## src/rtl/bvr_pkg.sv

```systemverilog
// ----------------------------------------------------------------------------
// bvr_pkg: shared definitions for the Berendsen velocity rescaling block
// Widths, register indexes, reset values and the interface type between the
// sequencer and the iterative divide / square root unit.
// ----------------------------------------------------------------------------
`timescale 1ns / 1ps

package bvr_pkg;

  // Field widths.
  localparam int TEMP_W     = 24;
  localparam int CFG_W      = 32;
  localparam int CFG_IDX_W  = 2;
  localparam int VEL_W      = 32;
  localparam int FACTOR_W   = 32;
  localparam int S_TDATA_W  = 120;
  localparam int M_TDATA_W  = 128;

  // Shared multiplier: 33 x 33 signed, so both unsigned 32-bit and signed
  // 32-bit operands fit.
  localparam int MUL_W      = 33;
  localparam int PROD_W     = 2 * MUL_W;

  // Factor arithmetic widths.
  localparam int DEN_W      = 56;            // tau * T
  localparam int SUM_W      = DEN_W + 1;     // tau * T + dt * T0
  localparam int QUO_W      = 64;            // p * 2^60 / den
  localparam int DVS_W      = DEN_W + 3;     // divisor scaled by eight
  localparam int DREM_W     = DVS_W + 1;     // partial remainder
  localparam int SREM_W     = FACTOR_W + 2;  // square root remainder
  localparam int SUB_W      = DREM_W + 1;    // shared subtractor width
  localparam int CNT_W      = $clog2(QUO_W);

  localparam logic [CNT_W-1:0] DIV_LAST  = CNT_W'(QUO_W - 1);
  localparam logic [CNT_W-1:0] SQRT_LAST = CNT_W'(FACTOR_W - 1);

  // Velocity scaling.
  localparam int FRAC_SHIFT = 30;
  localparam int SAT_LO     = FRAC_SHIFT + VEL_W - 1;
  localparam logic [PROD_W-1:0] ROUND_HALF = PROD_W'(1) << (FRAC_SHIFT - 1);
  localparam logic [VEL_W-1:0]  VEL_MAX    = {1'b0, {(VEL_W-1){1'b1}}};
  localparam logic [VEL_W-1:0]  VEL_MIN    = {1'b1, {(VEL_W-1){1'b0}}};
  localparam logic [1:0]        VMUL_LAST  = 2'd3;

  localparam logic [FACTOR_W-1:0] FACTOR_ONE = FACTOR_W'(1) << FRAC_SHIFT;
  localparam logic [FACTOR_W-1:0] FACTOR_SAT = '1;

  // Register map.
  typedef logic [CFG_IDX_W-1:0] cfg_index_t;
  localparam cfg_index_t REG_TARGET_TEMP   = 2'd0;
  localparam cfg_index_t REG_TIME_STEP     = 2'd1;
  localparam cfg_index_t REG_COUPLING_TIME = 2'd2;

  localparam logic [TEMP_W-1:0] TARGET_TEMP_RESET   = 24'd76800;
  localparam logic [CFG_W-1:0]  TIME_STEP_RESET     = 32'd1;
  localparam logic [CFG_W-1:0]  COUPLING_TIME_RESET = 32'd100;

  // Item kinds carried on tuser.
  localparam logic MODE_START    = 1'b0;
  localparam logic MODE_VELOCITY = 1'b1;

  // Result of the divide / square root unit.
  typedef struct packed {
    logic                done;
    logic [FACTOR_W-1:0] root;
  } ds_result_t;

endpackage

```

## src/rtl/bvr_mul.sv

```systemverilog
// ----------------------------------------------------------------------------
// bvr_mul: shared registered multiplier
// One 33 x 33 signed multiply per cycle with the product registered.
// ----------------------------------------------------------------------------
`timescale 1ns / 1ps

module bvr_mul import bvr_pkg::*; (
  input  logic                     clk,
  input  logic signed [MUL_W-1:0]  op_a,
  input  logic signed [MUL_W-1:0]  op_b,
  output logic signed [PROD_W-1:0] prod
);

  always_ff @(posedge clk) begin
    prod <= op_a * op_b;
  end

endmodule

```

## config.mk

```make
export PLATFORM = sky130hd
export DESIGN_NAME = bvr_mul
export DESIGN_NICKNAME = d
export VERILOG_FILES = /design/src/rtl/bvr_pkg.sv /design/src/rtl/bvr_mul.sv
export SDC_FILE = /design/constraint.sdc
export NUM_CORES = 2
export LEC_CHECK = 0
export BUFFER_PORTS_ARGS = -buffer_cell sky130_fd_sc_hd__buf_2
export CORE_MARGIN = 4
export CORE_UTILIZATION = 35
export CTS_CLUSTER_DIAMETER = 80
export DETAILED_ROUTE_END_ITERATION = 6
export GPL_TIMING_DRIVEN = 0
export HOLD_SLACK_MARGIN = 0.1
export PLACE_DENSITY_LB_ADDON = 0.08
export SLEW_MARGIN = 20
export SYNTH_ARGS = -nofsm -noshare
export SYNTH_HDL_FRONTEND = slang
export SYNTH_SLANG_ARGS = --single-unit
```

## constraint.sdc

```tcl
create_clock -name clk -period 8.88 [get_ports clk]
set_input_delay 1.776 -clock clk [delete_from_list [all_inputs] [get_ports clk]]
set_output_delay 1.776 -clock clk [all_outputs]
set_load 0.1 [all_outputs]
```

==> flow_metrics.py <==
metrics = {
    "layout": {
        "fin_area_mm2": 0.0467,
        "largest_register": "prod",
        "fin_nets": 5990,
        "fill_cells": 11771,
        "syn_to_final_growth_pct": 14.6,
        "reg_top3": "prod x66",
        "drive_gt1_share_pct": 13.4,
        "largest_reg_flops": 66,
    },
    "synth": {
        "syn_area_mm2": 0.0407,
        "ys_seq_elements": 66,
        "yosys_most_used_dff": "dfxtp_1",
        "yosysSeqAreaShare_pct": 3.24,
        "synthTopCellsByCount": "fa_1, inv_1, and2_1, nand2_1, ha_1",
        "post-synth-top-area-cell": "fa_1",
        "synthCells": 4338,
        "synth.area.top_cells": "fa_1, inv_1, and2_1, ha_1, nand2_1",
        "synth_cell_types": 80,
        "yosysWarnings": 0,
        "synth_enable_flop_cells": 0,
        "avgSynthCellArea_um2": 9.39,
        "async_reset_ff_share_pct": 0,
        "synth_top_area_share_pct": 56.3,
        "synth.most_common_cell": "fa_1",
        "syn-num-nets": 5767,
    },
    "die": {
        "fp-row-count": 124,
        "die_h_um": 349,
        "initial_utilization_pct": 35.4,
        "dieArea_mm2": 0.122,
        "pin_count": 133,
        "coreArea_mm2": 0.115,
        "die_w_um": 349,
    },
    "route": {
        "drt_iter0_markers": 2277,
        "detail-route-antenna-nets": 0,
        "wl_per_cell_um": 27.4,
        "vias": 30451,
        "routed_wl_mm": 167,
        "routed_via_density": 4.99,
        "drt_pre_antenna_iters": 5,
        "drc": 0,
    },
    "sta": {
        "finalHoldViolCount": 0,
        "maxSlewHeadroom_pct": 35.8,
        "period_minus_slack_ns": 8.79,
        "worstMarginPinSlew_ns": 0.964,
        "maxSlewViolCount": 0,
        "max_freq_mhz": 114,
        "rsz0062_at_grt": "true",
        "setup_viol": 0,
        "fin_crit_sh_pct": 98.9,
    },
    "setup_path": {
        "path_buf_inv": 8,
        "critPathLaunchType": "primary input",
        "critPathMostFrequentCell": "fa_1",
        "critical_path.top_delay_family": "adder cells",
        "crit_type": "in -> reg",
        "arrival_ns": 9.14,
        "worstSetupEndpointType": "register",
        "critPathSlowestCell": "fa_2",
        "crit_required_ns": 9.23,
        "crit_fanout": 10,
        "slowest_delay_ns": 0.59,
        "crit_path_start": "op_a[32]",
    },
    "global_route": {
        "grt_max_degree": 25,
        "antenna_found_initial": 44,
        "grt_pass1_wl_mm": 241,
        "grt_pass1_vias": 33379,
        "grt_usage_pct": 28.2,
        "grt.overflow.total": 0,
    },
    "clock_network": {
        "numCtsBuffers": 9,
        "htree_levels": 3,
        "clk_pin_slew_ns": 0.07,
        "cts.sinks": 66,
        "cts_buffer_depth": 2,
        "cts_root_buf": "clkbuf_16",
        "cts_tree": "done",
    },
    "placed_design": {
        "dp_hpwl_mm": 141,
        "io_buffers": 132,
        "routabilityCongestion": 1.00,
        "postPlaceCellArea_mm2": 0.0433,
    },
    "run_status": {
        "status": "completed",
    },
    "run": {
        "max_cap_viol_count": 0,
    },
    "hold_path": {
        "worstHoldStart": "op_a[0]",
        "min_path_type": "in -> reg",
    },
}
timing repair:
action,CTS,global route
gates resized for setup,433,419
setup buffers,27,57
hold buffers,0,0
cloned,0,1
setup endpoints to repair,42,31
pin swaps,33,81
worst paths after layout:
check,end,slack [ns],cells past startpoint
worst min-delay path,prod[0]$_DFF_P_,1.75,2
worst max-delay path,prod[62]$_DFF_P_,0.09,26
routing by layer:
layer | global-route usage, % | wire length (µm) | vias up
li1 | - | - | 12839
met2 | 45.2 | 77200 | 1107
met4 | 11.0 | 8170 | 14
met3 | 5.35 | 12500 | 245
met1 | 37.8 | 68900 | 16246
met5 | 0 | 95 | -
cell type report:
cell class | instances | area (µm²) | area share, %
well taps | 1512 | 1890 | 4.05
flip-flops and latches | 66 | 1320 | 2.83
clock inverters | 6 | 138 | 0.295
diodes | 19 | 47.5 | 0.102
plain buffers | 214 | 2180 | 4.68
multi-input cells | 2920 | 34900 | 74.8
clock buffers | 10 | 239 | 0.512
repair buffers | 219 | 1670 | 3.58
inverters | 1131 | 4260 | 9.11
metrics by stage:
stage	TNS (ns)	std cells	utilization (%)	hold WS (ns)	worst slack [ns]
floorplan	0	4338	-	1.90	0.0868
global placement	-70.44	5982	37.7	2.18	-3.04
detailed placement	-63.62	5984	37.7	2.19	-2.63
CTS	0	6021	39.4	1.74	0.000267
global route	-0.115	6078	40.6	1.75	-0.0528
finish	0	6097	40.6	1.75	0.0947
cell families (layout without fill, tap and decap cells):
family / count (synthesis) / count (layout) / synth area share [%]
buffers and inverters: 1352 / 1580 / 12.5
xor gates and xnor gates: 68 / 68 / 1.46
DFF: 66 / 66 / 3.24
other: 0 / 19 / 0
and+or+nand+nor: 1271 / 1271 / 15.8
adders and majority gates: 1362 / 1362 / 62.9
AOI/OAI and AO/OA: 219 / 219 / 4.07
placed cells by master (no fill, tap or decap), types with 6 or more instances in the layout:
cell / Yosys / routed
a21o_1: 36 / 36
inv_1: 1131 / 1114
nor3_1: 7 / 6
nand4_1: 11 / 11
ha_2: 0 / 15
nor2_1: 68 / 63
buf_12: 0 / 34
and2_1: 562 / 553
a21oi_1: 57 / 44
xor2_1: 25 / 25
nand2_1: 551 / 545
ha_1: 217 / 194
o21a_1: 6 / 6
xnor2_1: 43 / 43
o21ai_0: 25 / 23
fa_2: 0 / 34
a211o_1: 6 / 6
clkbuf_2: 0 / 40
a31oi_1: 8 / 7
buf_6: 1 / 38
clkbuf_4: 0 / 49
fa_1: 1145 / 1111
a21oi_2: 3 / 7
buf_8: 0 / 19
inv_2: 0 / 14
and2_4: 1 / 8
dfxtp_1: 66 / 66
diode_2: 0 / 19
buf_4: 0 / 108
a211oi_1: 7 / 7
a21oi_4: 1 / 10
clkbuf_8: 0 / 6
o21bai_1: 11 / 8
clkbuf_16: 0 / 25
ha_4: 0 / 8
buf_2: 11 / 120
nand2b_1: 12 / 10
nand3_1: 25 / 20
Power is not shown: default switching activity piles up to over one toggle a cycle in this logic, so the estimate is an artifact.
