===== src/rtl/bvr_pkg.sv =====
// ----------------------------------------------------------------------------
// bvr_pkg: shared definitions for the Berendsen velocity rescaling block
// Widths, register indexes, reset values and the interface type between the
// sequencer and the iterative divide / square root unit.
// ----------------------------------------------------------------------------
`timescale 1ns / 1ps

package bvr_pkg;

  // Field widths.
  localparam int TEMP_W     = 24;
  localparam int CFG_W      = 32;
  localparam int CFG_IDX_W  = 2;
  localparam int VEL_W      = 32;
  localparam int FACTOR_W   = 32;
  localparam int S_TDATA_W  = 120;
  localparam int M_TDATA_W  = 128;

  // Shared multiplier: 33 x 33 signed, so both unsigned 32-bit and signed
  // 32-bit operands fit.
  localparam int MUL_W      = 33;
  localparam int PROD_W     = 2 * MUL_W;

  // Factor arithmetic widths.
  localparam int DEN_W      = 56;            // tau * T
  localparam int SUM_W      = DEN_W + 1;     // tau * T + dt * T0
  localparam int QUO_W      = 64;            // p * 2^60 / den
  localparam int DVS_W      = DEN_W + 3;     // divisor scaled by eight
  localparam int DREM_W     = DVS_W + 1;     // partial remainder
  localparam int SREM_W     = FACTOR_W + 2;  // square root remainder
  localparam int SUB_W      = DREM_W + 1;    // shared subtractor width
  localparam int CNT_W      = $clog2(QUO_W);

  localparam logic [CNT_W-1:0] DIV_LAST  = CNT_W'(QUO_W - 1);
  localparam logic [CNT_W-1:0] SQRT_LAST = CNT_W'(FACTOR_W - 1);

  // Velocity scaling.
  localparam int FRAC_SHIFT = 30;
  localparam int SAT_LO     = FRAC_SHIFT + VEL_W - 1;
  localparam logic [PROD_W-1:0] ROUND_HALF = PROD_W'(1) << (FRAC_SHIFT - 1);
  localparam logic [VEL_W-1:0]  VEL_MAX    = {1'b0, {(VEL_W-1){1'b1}}};
  localparam logic [VEL_W-1:0]  VEL_MIN    = {1'b1, {(VEL_W-1){1'b0}}};
  localparam logic [1:0]        VMUL_LAST  = 2'd3;

  localparam logic [FACTOR_W-1:0] FACTOR_ONE = FACTOR_W'(1) << FRAC_SHIFT;
  localparam logic [FACTOR_W-1:0] FACTOR_SAT = '1;

  // Register map.
  typedef logic [CFG_IDX_W-1:0] cfg_index_t;
  localparam cfg_index_t REG_TARGET_TEMP   = 2'd0;
  localparam cfg_index_t REG_TIME_STEP     = 2'd1;
  localparam cfg_index_t REG_COUPLING_TIME = 2'd2;

  localparam logic [TEMP_W-1:0] TARGET_TEMP_RESET   = 24'd76800;
  localparam logic [CFG_W-1:0]  TIME_STEP_RESET     = 32'd1;
  localparam logic [CFG_W-1:0]  COUPLING_TIME_RESET = 32'd100;

  // Item kinds carried on tuser.
  localparam logic MODE_START    = 1'b0;
  localparam logic MODE_VELOCITY = 1'b1;

  // Result of the divide / square root unit.
  typedef struct packed {
    logic                done;
    logic [FACTOR_W-1:0] root;
  } ds_result_t;

endpackage


===== src/rtl/bvr_divsqrt.sv =====
// ----------------------------------------------------------------------------
// bvr_divsqrt: iterative fractional divide followed by integer square root
// Computes floor(sqrt(floor(p * 2^60 / den))) one bit per cycle, with a
// single subtractor shared between the divide and the root phases.
// ----------------------------------------------------------------------------
`timescale 1ns / 1ps

module bvr_divsqrt import bvr_pkg::*; (
  input  logic             clk,
  input  logic             rst,
  input  logic             start,
  input  logic [SUM_W-1:0] dividend,
  input  logic [DEN_W-1:0] divisor,
  output ds_result_t       result
);

  typedef enum logic [1:0] {PH_IDLE, PH_DIV, PH_SQRT} phase_t;

  phase_t              phase;
  logic [CNT_W-1:0]    cnt;
  logic [DREM_W-1:0]   drem;
  logic [DVS_W-1:0]    dvs;
  logic [QUO_W-1:0]    quo;
  logic [SREM_W-1:0]   srem;
  logic [FACTOR_W-1:0] root_q;
  logic                done;

  logic [SREM_W+1:0]   sq_minu;
  logic [SUB_W-1:0]    minu;
  logic [SUB_W-1:0]    subt;
  logic [SUB_W:0]      diff;
  logic                ge;

  // The divisor is pre-scaled by eight so the first step yields quotient
  // bit 63; the root consumes the quotient two bits at a time from the top.
  always_comb begin
    sq_minu = {srem, quo[QUO_W-1 -: 2]};
    if (phase == PH_SQRT) begin
      minu = SUB_W'(sq_minu);
      subt = SUB_W'({root_q, 2'b01});
    end else begin
      minu = SUB_W'(drem);
      subt = SUB_W'(dvs);
    end
    diff = {1'b0, minu} - {1'b0, subt};
    ge   = ~diff[SUB_W];
  end

  always_ff @(posedge clk) begin
    if (rst) begin
      phase <= PH_IDLE;
      cnt   <= '0;
      done  <= 1'b0;
    end else begin
      done <= 1'b0;
      case (phase)
        PH_IDLE: begin
          if (start) begin
            phase <= PH_DIV;
            cnt   <= '0;
            drem  <= DREM_W'(dividend);
            dvs   <= {divisor, 3'b000};
            quo   <= '0;
          end
        end
        PH_DIV: begin
          if (ge) begin
            drem <= {diff[DREM_W-2:0], 1'b0};
            quo  <= {quo[QUO_W-2:0], 1'b1};
          end else begin
            drem <= {drem[DREM_W-2:0], 1'b0};
            quo  <= {quo[QUO_W-2:0], 1'b0};
          end
          if (cnt == DIV_LAST) begin
            phase  <= PH_SQRT;
            cnt    <= '0;
            srem   <= '0;
            root_q <= '0;
          end else begin
            cnt <= cnt + 1'b1;
          end
        end
        PH_SQRT: begin
          quo <= {quo[QUO_W-3:0], 2'b00};
          if (ge) begin
            srem   <= diff[SREM_W-1:0];
            root_q <= {root_q[FACTOR_W-2:0], 1'b1};
          end else begin
            srem   <= sq_minu[SREM_W-1:0];
            root_q <= {root_q[FACTOR_W-2:0], 1'b0};
          end
          if (cnt == SQRT_LAST) begin
            phase <= PH_IDLE;
            done  <= 1'b1;
          end else begin
            cnt <= cnt + 1'b1;
          end
        end
        default: phase <= PH_IDLE;
      endcase
    end
  end

  assign result.done = done;
  assign result.root = root_q;

endmodule


===== config.mk =====
export PLATFORM = sky130hd
export DESIGN_NAME = bvr_divsqrt
export DESIGN_NICKNAME = d
export VERILOG_FILES = /design/src/rtl/bvr_pkg.sv /design/src/rtl/bvr_divsqrt.sv
export SDC_FILE = /design/constraint.sdc
export NUM_CORES = 1
export LEC_CHECK = 0
export BUFFER_PORTS_ARGS = -buffer_cell sky130_fd_sc_hd__clkbuf_2
export CAP_MARGIN = 20
export CELL_PAD_IN_SITES_DETAIL_PLACEMENT = 1
export CELL_PAD_IN_SITES_GLOBAL_PLACEMENT = 2
export CORE_MARGIN = 8
export CORE_UTILIZATION = 42
export CTS_CLUSTER_DIAMETER = 50
export DETAILED_ROUTE_END_ITERATION = 16
export GPL_TIMING_DRIVEN = 0
export PLACE_DENSITY = 0.82
export RECOVER_POWER = 50
export SLEW_MARGIN = 20
export SYNTH_ARGS = -nofsm -noshare
export SYNTH_HDL_FRONTEND = slang
export SYNTH_SLANG_ARGS = --single-unit

===== constraint.sdc =====
create_clock -name clk -period 12.9 [get_ports clk]
set_input_delay 1.29 -clock clk [delete_from_list [all_inputs] [get_ports clk]]
set_output_delay 1.29 -clock clk [all_outputs]
set_load 0.02 [all_outputs]

==> results of run 1 <==
-- cell usage after synthesis, drive strengths merged, types with 4 or more instances --
master	instances	area, um^2
a211oi	5	37.5
a21boi	4	30.0
a21o	31	233
a21oi	107	547
a22o	62	543
a311oi	4	41.3
a31oi	60	382
a41oi	4	35.0
and2	41	257
and3	14	87.6
buf	23	156
clkbuf	68	255
dfxtp	9	180
edfxtp	246	7390
ha	64	801
inv	16	60.1
mux2	36	405
mux2i	32	320
nand2	180	701
nand2b	36	225
nand3	15	75.1
nand4	22	138
nor2	95	359
nor2b	39	244
nor3	13	65.1
o211ai	5	42.5
o21a	9	67.6
o21ai	43	215
o21bai	8	60.1
o31ai	4	30.0
or2	4	27.5
or3	4	25.0
xnor2	31	272
xor2	24	210
-- sequential cells by signal, summed over array words and instances (netlist names) --
register / flops
phase: 2
dvs: 56
srem: 34
cnt: 6
root_q: 32
quo: 64
done: 1
drem: 60
-- routing by layer --
metal,vias up,routed length [um],track usage
li1,5598,-,-
met1,5804,21700,0.296
met2,194,21100,0.354
met3,58,1690,0.0412
met4,0,948,0.0570
met5,-,0,0
-- stage by stage --
| step | setup slack, ns | power (mW) |
|---|---|---|
| 2_1_floorplan | 6.42 | 3.34 |
| 3_3_place_gp | 4.65 | 4.13 |
| 3_5_place_dp | 6.91 | 4.22 |
| 4_1_cts | 6.86 | 5.27 |
| 5_1_grt | 6.36 | 5.60 |
| 6_report | 6.92 | 5.22 |
-- cell type report --
class	count	area (um^2)
buffer	91	412
clock buffer	44	973
clock inverter	25	253
fill	3859	17600
inverter	17	63.8
multi-input combinational	1032	6810
sequential	255	7570
tap	461	577
timing repair buffer	163	928
-- critical path, stage by stage, from the launching register on --
cell and delay (ns):
dfxtp_1 0.32, inv_1 0.14, ha_1 0.22, clkbuf_1 0.55, clkbuf_1 0.60, mux2_2 0.42
ha_1 0.29, clkbuf_1 0.18, a21oi_1 0.22, o21a_1 0.16, nor3_1 0.05, or3_1 0.41
a221o_1 0.41, o211ai_2 0.25, a21oi_4 0.11, nor2_2 0.42, clkbuf_1 0.64, nand2_1 0.13
a31oi_1 0.25
-- final timing paths --
check	startpoint	end	slack [ns]	depth (start not counted)
max	phase[0]$_SDFFE_PP0P_	drem[54]$_DFFE_PP_	6.92	18
min	cnt[0]$_SDFFE_PP0P_	cnt[0]$_SDFFE_PP0P_	0.55	2
max reg2reg	phase[0]$_SDFFE_PP0P_	drem[54]$_DFFE_PP_	6.92	18
min reg2reg	cnt[0]$_SDFFE_PP0P_	cnt[0]$_SDFFE_PP0P_	0.55	2
-- power by group --
part	internal, mW	total [mW]	switching, mW	leakage (nW)
registers	1.22	1.32	0.101	2.40
clock network	0.610	1.01	0.403	0.593
logic	1.04	2.89	1.85	3.67
total	2.87	5.22	2.35	6.67
-- cell families after synthesis --
logic type / after synthesis
xor+xnor: 55
fa+ha+maj: 64
compound gates: 371
simple gates: 474
mux: 68
buf+inv: 108
flops: 255
==> flow_summary.ini, run 1 <==
[clock_tree]
cts_resized = 0
clockBufferDepth = 3
cts_tree = done
post_cts_buffers = 0
clkLatencyLatePin_ns = 0.56
cts-root-buf = clkbuf_16
clkSlewWorstSetupHoldPaths_ns = 0.06
cts_num_sinks = 255
cts_buffers = 38
ctsHoldBuffers = 0
htreeDepth = 2

[drt]
vias = 11654
routed_via_density = 5.58
route.detailed.drc = 0
wirelength_um = 45400
drtPass1Iterations = 5
drtIter0Drc = 610
wl_per_cell_um = 21.8
drtAntennaViolNets = 0

[finish]
syn_to_final_growth_pct = 18.6
drive_gt1_frac = 0.160
final_cells = 2088
stdcell_area_um2 = 17600
diodes = 0
final_core_util = 0.500
final_cell_mix = edfxtp_1, nand2_1, clkbuf_1
layout_commonest_cell = edfxtp_1
nets = 1778

[floorplanning]
io_pins = 149
dieArea_um2 = 41600
die_w_um = 204
rows = 69
core_um2 = 35100
fp.dieH_um = 204
start_util = 0.422

[placement]
placed_cell_area_um2 = 16500
place_congestion = 0.863
io_buffers = 148
dpl.hpwl_um = 34300
dp_cells = 2019

[timing]
relSlewSlack = -0.0245
fmax_mhz = 167
min_period_ns = 5.98
final.setup.tns_ns = 0
setup_viol = 0
whs_ns = 0.554
post-route-period-util = 0.464
finalHoldViolCount = 0
final_max_slew_viol_count = 47
fin_skew_ns = 0.0232
worst_pin_slew_ns = 1.54
rsz0062_at_grt = false

[setup_path]
path_class = reg -> reg
cp.arrival_ns = 6.36
start_kind = flop
endpoint_kind = flop
required_ns = 13.28
cp_max_fo = 10

[synthesis]
synth_edf_count = 246
yosys.area_share.simple = 0.154
netlist_instances = 1395
synth_area_um2 = 14800
synth-async-reset-ratio = 0
synth_compound_area_frac = 0.168
synthMuxAreaShare = 0.0489
syn_nets = 1575
ys_seq_area_frac = 0.510
synth_ff_type = edfxtp_1
synth_fa_ha_area_frac = 0.0540
ys.warnings.count = 0
syn_avg_cell_area_um2 = 10.6
synth_xor_area_frac = 0.0325
synth-seq-cells = 255
synth_top_family_by_area = compound AO/OA/AOI/OAI gates
ys_types = 69

[pwr]
ir_drop_uv = 132
p_per_area_nw_per_um2 = 297
leakage_nw = 6.67

[global_routing]
first_global_vias = 12584
antenna_found_initial = 0
grt_max_degree = 26
grt_pass1_wl_um = 71800
overflow = 0
grt.total_usage = 0.218

[min_path]
hp-class = reg -> reg

[status]
violations = max-capacitance violations, max-slew violations
status = finished, violations left

[job]
drv_cap = 2
(Power assumes the default switching activity.)
==> run 2, diff against run 1 <==
CORE_UTILIZATION = 36   (was 42)
PLACE_DENSITY = 0.75   (was 0.82)
clock period = 4.9 ns   (was 12.9 ns; I/O delays follow)
==> flow_summary.ini, run 2 (synthesized netlist as in run 1, its figures left out) <==
[setup_path]
start_kind = flop
path_class = reg -> reg
startpoint = phase[0]$_SDFFE_PP0P_
reg2reg_from = phase[0]$_SDFFE_PP0P_
cp_max_fo = 10
required_ns = 5.20
cp.arrival_ns = 5.01
endpoint_kind = flop

[clock_tree]
htreeDepth = 2
clockBufferDepth = 3
ctsHoldBuffers = 0
cts-root-buf = clkbuf_16
cts_buffers = 39
clkSlewWorstSetupHoldPaths_ns = 0.05
clkLatencyLatePin_ns = 0.56
cts_tree = done
cts_num_sinks = 255

[finish]
top_register = quo
largest_reg_flops = 64
syn_to_final_growth_pct = 21.4
diodes = 0
nets = 1779
drive_gt1_frac = 0.181
final_cell_mix = edfxtp_1, nand2_1, clkbuf_2
reg_top3 = quo (64), drem (60), dvs (56)
layout_commonest_cell = edfxtp_1
stdcell_area_um2 = 18000
final_cells = 2160

[placement]
io_buffers = 148
placed_cell_area_um2 = 16600
dpl.hpwl_um = 35500
place_congestion = 0.856
dp_cells = 2088
pre_cts_slack_ns = -1.24

[floorplanning]
core_um2 = 40700
die_w_um = 219
rows = 74
start_util = 0.364
dieArea_um2 = 48000
fp.dieH_um = 219
io_pins = 149

[global_routing]
grt_pass1_wl_um = 73000
grt.total_usage = 0.193
overflow = 0
first_global_vias = 12621
antenna_found_initial = 0
grt_max_degree = 24

[drt]
routed_via_density = 5.42
wl_per_cell_um = 21.7
drtPass1Iterations = 5
route.detailed.drc = 0
drtIter0Drc = 781
wirelength_um = 46800
vias = 11717
drtAntennaViolNets = 0

[min_path]
worstHoldStart = divisor[34]
hp-class = in -> reg

[pwr]
combPwrFrac = 0.546
p_total_mw = 14.3
seqPwrFrac = 0.243
leakage_nw = 6.84
ir_drop_uv = 286
p_switching_mw = 6.29
power.internal_mw = 8.01
p_per_area_nw_per_um2 = 794
clkPwrFrac = 0.211
swShare = 0.440

[timing]
finalHoldViolCount = 0
final_max_slew_viol_count = 38
fmax_mhz = 212
layout_setup_ws_ns = 0.192
fin_skew_ns = 0.0279
post-route-period-util = 0.961
setup_viol = 0
rsz0062_at_grt = false
whs_ns = 0.107
min_period_ns = 4.71
worst_pin_slew_ns = 2.06
relSlewSlack = -0.384

[status]
violations = max-capacitance violations, max-slew violations
status = finished, violations left

[job]
drv_cap = 2
==> run 2: cell types whose count changed in the layout (fill, tap and decap cells not counted), sizes merged <==
cell      before  now
clkinv        15    9
bufinv         3    9
clkbuf       267  260
inv           21   23
clkinvlp       3    1
buf           31   39
==> run 2: worst max-delay path, cell delays in order (launching register included) <==
cell	delay, ns
dfxtp_1	0.33
inv_2	0.11
ha_4	0.16
buf_8	0.16
buf_8	0.16
mux2_2	0.34
ha_1	0.27
buf_4	0.16
and3_1	0.16
buf_4	0.14
and3_1	0.20
nand2_1	0.08
or4_4	0.57
a311oi_4	0.40
o211ai_2	0.15
a21oi_4	0.23
or2_4	0.19
mux2_2	0.35
mux2_2	0.27
==> run 2: power groups by stage <==
stage          Combinational [mW]  Sequential (mW)  Clock (mW)
2_1_floorplan                5.23             3.54           0
3_3_place_gp                 7.37             3.59           0
5_1_grt                      8.64             3.53        3.16
6_report                     7.81             3.48        3.02
3_5_place_dp                 7.69             3.50           0
4_1_cts                      7.83             3.47        3.09
==> run 2: repair_timing <==
action,in CTS,in global routing
buffers inserted,0,3
setup endpoints to repair,95,91
pin swaps,0,4
resized for setup,34,26
==> run 2: worst paths after layout <==
| check | endpoint | slack, ns | cells after the start |
|---|---|---|---|
| setup / recovery | drem[44]$_DFFE_PP_ | 0.19 | 18 |
| hold / removal | dvs[37]$_DFFE_PP_ | 0.11 | 1 |
| setup reg to reg | drem[44]$_DFFE_PP_ | 0.19 | 18 |
| hold reg to reg | cnt[1]$_SDFFE_PP0P_ | 0.55 | 2 |
==> run 2: through the flow <==
stage / utilization / setup TNS [ns]
finish: 0.442 / 0
global route: 0.442 / 0
CTS: 0.443 / 0
detailed placement: 0.406 / -73.66
global placement: 0.399 / -442.77
floorplan: - / 0
==> run 2: cell type report <==
cell class / count / area (um^2)
multi-input cells: 1032 / 6900
plain buffers: 90 / 489
inverters: 17 / 63.8
flip-flops and latches: 255 / 7570
repair buffers: 164 / 940
clock buffers: 45 / 998
clock inverters: 25 / 382
well taps: 532 / 666
fillers: 4538 / 22700
==> run 2: routing by layer <==
layer	share of wire	track usage	vias up
met2	0.47	0.315	186
li1	-	-	5616
met4	0.025	0.0663	0
met5	0	0	-
met3	0.037	0.0299	60
met1	0.47	0.259	5855
